**src/rtl/sbr_pkg.sv**
```systemverilog
package sbr_pkg;

   // Block geometry: eight byte lanes, each with its own pair of 256-entry tables.
   localparam int LaneCount = 8;
   localparam int ByteW     = 8;
   localparam int TableSize = 256;
   localparam int BlockW    = LaneCount * ByteW;

   // Transaction codes on the action field.
   typedef enum logic [1:0] {
      ACT_LOAD    = 2'd0,
      ACT_ENCRYPT = 2'd1,
      ACT_DECRYPT = 2'd2,
      ACT_NONE    = 2'd3
   } action_type;

   // Table write for one lane: forward[index] = value, inverse[value] = index.
   typedef struct packed {
      logic             we;
      logic [ByteW-1:0] index;
      logic [ByteW-1:0] value;
   } load_type;

   typedef logic [ByteW-1:0] byte_type;

   // Left and right rotation of the block by one bit.
   function automatic logic [BlockW-1:0] rot_left1(input logic [BlockW-1:0] v);
      rot_left1 = {v[BlockW-2:0], v[BlockW-1]};
   endfunction

   function automatic logic [BlockW-1:0] rot_right1(input logic [BlockW-1:0] v);
      rot_right1 = {v[0], v[BlockW-1:1]};
   endfunction

endpackage

```
**src/rtl/sbr_merge.sv**
```systemverilog
module sbr_merge
   import sbr_pkg::*;
(
   input  byte_type          lane_data [LaneCount],
   input  logic [BlockW-1:0] block_in,
   input  logic              use_input,
   input  logic              decrypt,
   input  logic [BlockW-1:0] key,
   output logic [BlockW-1:0] round_out,
   output logic [BlockW-1:0] addr_word
);

   logic [BlockW-1:0] sub_word;
   logic [BlockW-1:0] src;

   // Gather the lane bytes back into a block, byte 0 most significant.
   always_comb begin
      sub_word = '0;
      for (int p = 0; p < LaneCount; p++) begin
         sub_word[BlockW-1-ByteW*p -: ByteW] = lane_data[p];
      end
   end

   // Finish the round: rotate after encrypt substitution, key after decrypt.
   assign round_out = decrypt ? (sub_word ^ key) : rot_left1(sub_word);

   // Table addresses for the next round come from the fresh input or the
   // block just finished.
   assign src       = use_input ? block_in : round_out;
   assign addr_word = decrypt ? rot_right1(src) : (src ^ key);

endmodule

```
**config.mk**
```make
export PLATFORM = sky130hd
export DESIGN_NAME = sbr_merge
export DESIGN_NICKNAME = d
export VERILOG_FILES = /design/src/rtl/sbr_pkg.sv /design/src/rtl/sbr_merge.sv
export SDC_FILE = /design/constraint.sdc
export NUM_CORES = 1
export LEC_CHECK = 0
export BUFFER_PORTS_ARGS = -buffer_cell sky130_fd_sc_hd__buf_2
export CORE_AREA = 2 2 124 126
export DETAILED_ROUTE_END_ITERATION = 10
export DIE_AREA = 0 0 126 128
export PLACE_DENSITY = 0.54
export SYNTH_ARGS = -nofsm -noshare
export SYNTH_HDL_FRONTEND = slang
export SYNTH_SLANG_ARGS = --single-unit
```
**constraint.sdc**
```tcl
create_clock -name vclk -period 2.71
set_input_delay 0.6775 -clock vclk [all_inputs]
set_output_delay 0.6775 -clock vclk [all_outputs]
set_load 0.1 [all_outputs]
```
==> flow_results.org <==
** Yosys
- The share of synthesized area in the top cell type comes to 0.170.
- The number of different library cells used by synthesis comes to 14.
- Cell taking the most area after synthesis :: sky130_fd_sc_hd__mux2i_1
- In this run the cell area of the synthesized design comes to 3760 um2.
- Share of the yosys chip area belonging to registers :: 0
- Yosys printed 0 warnings.
- Gate Count Post-Synth :: 562
- Post-synthesis area per instance :: 6.69 um2
- The number of nets handed over by synthesis was 756.
- Dominant cells by area after synthesis :: sky130_fd_sc_hd__mux2i_1, sky130_fd_sc_hd__xnor2_1, sky130_fd_sc_hd__xor2_1

** Finish
- Num sequential :: 0
- Summing all multi-input logic gate instances after layout gives 4470 um2.
- Clock buffer instance count of the final layout :: 0
- The filler cells instantiated in the layout total 1331.
- Net total in the final layout :: 1052
- For this run, the share of the core covered by cells in the final layout is 0.576.
- Ant. Diodes :: 0
- Of the cells placed in the final design, the portion with a size suffix greater than 1 is 0.527.
- Sequential Area :: 0 um2
- Area growth from synthesis to layout :: 128%

** Clock network
- Hold buffer count at CTS :: 0

** STA
- Setup violations remaining at the end of the flow were counted as 0.
- The worst pin sits at a relative slew slack of 0.766.
- The final number of hold-violating endpoints was 0.
- The worst path in the final design needs a cycle of 2630 ps, including I/O delays and setup.
- Maximum operating frequency :: 380 MHz
- At the pin with the least slew margin, the transition time is 347 ps.
- Setup repair after global routing could not meet its margin everywhere.
- Count of final max-slew check failures :: 0
- In the finished design, the share of the clock period the worst path needs comes to 0.971.
- Worst hold-check slack :: 1790 ps

** Floorplan
- Count of boundary I/O pins :: 322
- The initial utilization of the core area, before any placement, comes to 0.253.
- Site row count :: 45
- The floorplan step defined a die boundary enclosing 16100 um2.
- Total core area :: 14900 um2
- Overall die height :: 128 um
- Die Wd :: 126 um

** GRT
- The via count of the first global-routing pass is 5052.
- Entering global routing, the biggest net connects 55 pins.
- Layer carrying the most global-route usage :: met2
- Met1 usage in global routing :: 0.211
- In the global route stage, met3 resource usage came out at 0.0472.
- Summed over all layers, the global routing overflow is 0.
- Overall fraction of global-route tracks in use :: 0.186
- Wire length of the first global-routing pass :: 25300 um
- The initial antenna violation count came to 0.
- Global-route track usage on met2 :: 0.359

** Power
- The worst-case IR drop observed on VDD is 0.257 mV.
- The share of total power dissipated in sequential elements is 0.
- Internal :: 1.37 mW
- In this run the power spent charging and discharging nets is 2.41 mW.
- Clock network fraction of total power :: 0
- Leakage power :: 3.64 nW
- Power density relative to cell area :: 441 nW/um2
- Of the total power, the share spent switching nets is 0.639.
- Combinational share of power :: 1.000

** Min path
- The worst hold path passes through 4 cells.
- Critical hold path startpoint :: lane_data[8]
- The tightest min-delay check is of the in2out type.
- For hold timing, the worst endpoint is round_out[9].

** Drt
- In this run, the number of DRC markers left after iteration 0 of detailed routing was 179.
- Vias per cell :: 4.96
- The final layout contains routed wiring with a total length of 16100 um.
- Routed WL per cell :: 15.4 um
- Detailed-route via count :: 5174
- The first detailed-routing pass took 4 iterations.
- Count of unresolved DRC violations after routing :: 0
- In this run the remaining antenna-violating nets after routing total 0.

** Placed design
- Once detailed placement completed, the half-perimeter wirelength came to 13900 um.
- Gp weighted congestion :: 0.871
- I/O Buffers :: 322

** Worst setup path
- Data on the critical path is required at its endpoint by 2030 ps.
- Sort of element at the end of the critical path :: output pin
- Worst setup path class :: in2out
- Maximum fanout encountered on the critical timing path :: 23
- Arrival time at the worst endpoint :: 1950 ps
- The worst setup path is launched from an input port.

** Status
- Outcome :: completed

** Run
- Count of max-cap constraint violations :: 0
-- per-stage QoR --
step | worst slack [ps] | setup TNS, ps | area (um2) | cells | power [mW]
after floorplan | -621 | -21590 | 4780 | 562 | 2.47
after global routing | -5.13 | -5.13 | 8560 | 1044 | 3.91
after global placement | 106 | 0 | 8560 | 1044 | 3.78
after detailed placement | 69.1 | 0 | 8560 | 1044 | 3.80
after CTS | 67.3 | 0 | 8560 | 1044 | 3.80
final | 79.3 | 0 | 8560 | 1044 | 3.78
-- per-layer routing --
layer  routed length [um]  vias to the layer above
met5                    0                        -
met4                  258                        0
met3                 1340                       18
met2                 8330                      205
met1                 6150                     2371
li1                     -                     2580
-- kinds of logic after synthesis --
| kind of cell | share of synthesized area |
|---|---|
| and+or+nand+nor | 0.170 |
| AOI/OAI and AO/OA | 0.277 |
| muxes | 0.170 |
| xor gates and xnor gates | 0.298 |
| buffers and inverters | 0.0839 |
-- cells in the final DEF (no fill, tap or decap) --
master	instances
sky130_fd_sc_hd__nor2_1	64
sky130_fd_sc_hd__buf_4	10
sky130_fd_sc_hd__xnor2_1	64
sky130_fd_sc_hd__xor2_1	64
sky130_fd_sc_hd__a21oi_1	22
sky130_fd_sc_hd__o22ai_2	14
sky130_fd_sc_hd__buf_2	192
sky130_fd_sc_hd__inv_2	1
sky130_fd_sc_hd__mux2i_1	63
sky130_fd_sc_hd__and2_1	64
sky130_fd_sc_hd__o21ai_0	64
sky130_fd_sc_hd__buf_12	140
sky130_fd_sc_hd__a21oi_4	12
sky130_fd_sc_hd__a21oi_2	30
sky130_fd_sc_hd__o22ai_4	50
sky130_fd_sc_hd__mux2i_2	1
sky130_fd_sc_hd__buf_8	1
-- how the worst max path moves through the flow --
stage,endpoint,depth (start not counted),slack [ps],startpoint
finish,addr_word[14],6,80,use_input
floorplan,round_out[60],4,-620,decrypt
global route,addr_word[14],6,-5,use_input
CTS,addr_word[48],6,70,use_input
global placement,addr_word[51],6,110,use_input
detailed placement,addr_word[48],6,70,use_input
-- area by class of cell --
type | count | share of cell area
Multi-Input combinational cell | 512 | 0.522
Timing Repair Buffer | 343 | 0.450
Tap cell | 188 | 0.0275
Inverter | 1 | 0.000438
-- worst max-delay path: stages --
cell                      delay, ps
sky130_fd_sc_hd__buf_4          200
sky130_fd_sc_hd__buf_12         230
sky130_fd_sc_hd__mux2i_1        250
sky130_fd_sc_hd__xor2_1         280
sky130_fd_sc_hd__o22ai_4        110
sky130_fd_sc_hd__buf_12         180
-- timing repair --
action,4_1_cts,5_1_grt
gates resized for setup,0,1
buffers inserted,0,0
setup endpoints to repair,0,2
-- power by group through the flow --
stage / sequential [mW] / combinational [mW] / clock (mW)
final: 0 / 3.78 / 0
after CTS: 0 / 3.80 / 0
after global routing: 0 / 3.91 / 0
after global placement: 0 / 3.78 / 0
after floorplan: 0 / 2.47 / 0
after detailed placement: 0 / 3.80 / 0
Note: power is estimated with default switching activity, not from simulation.
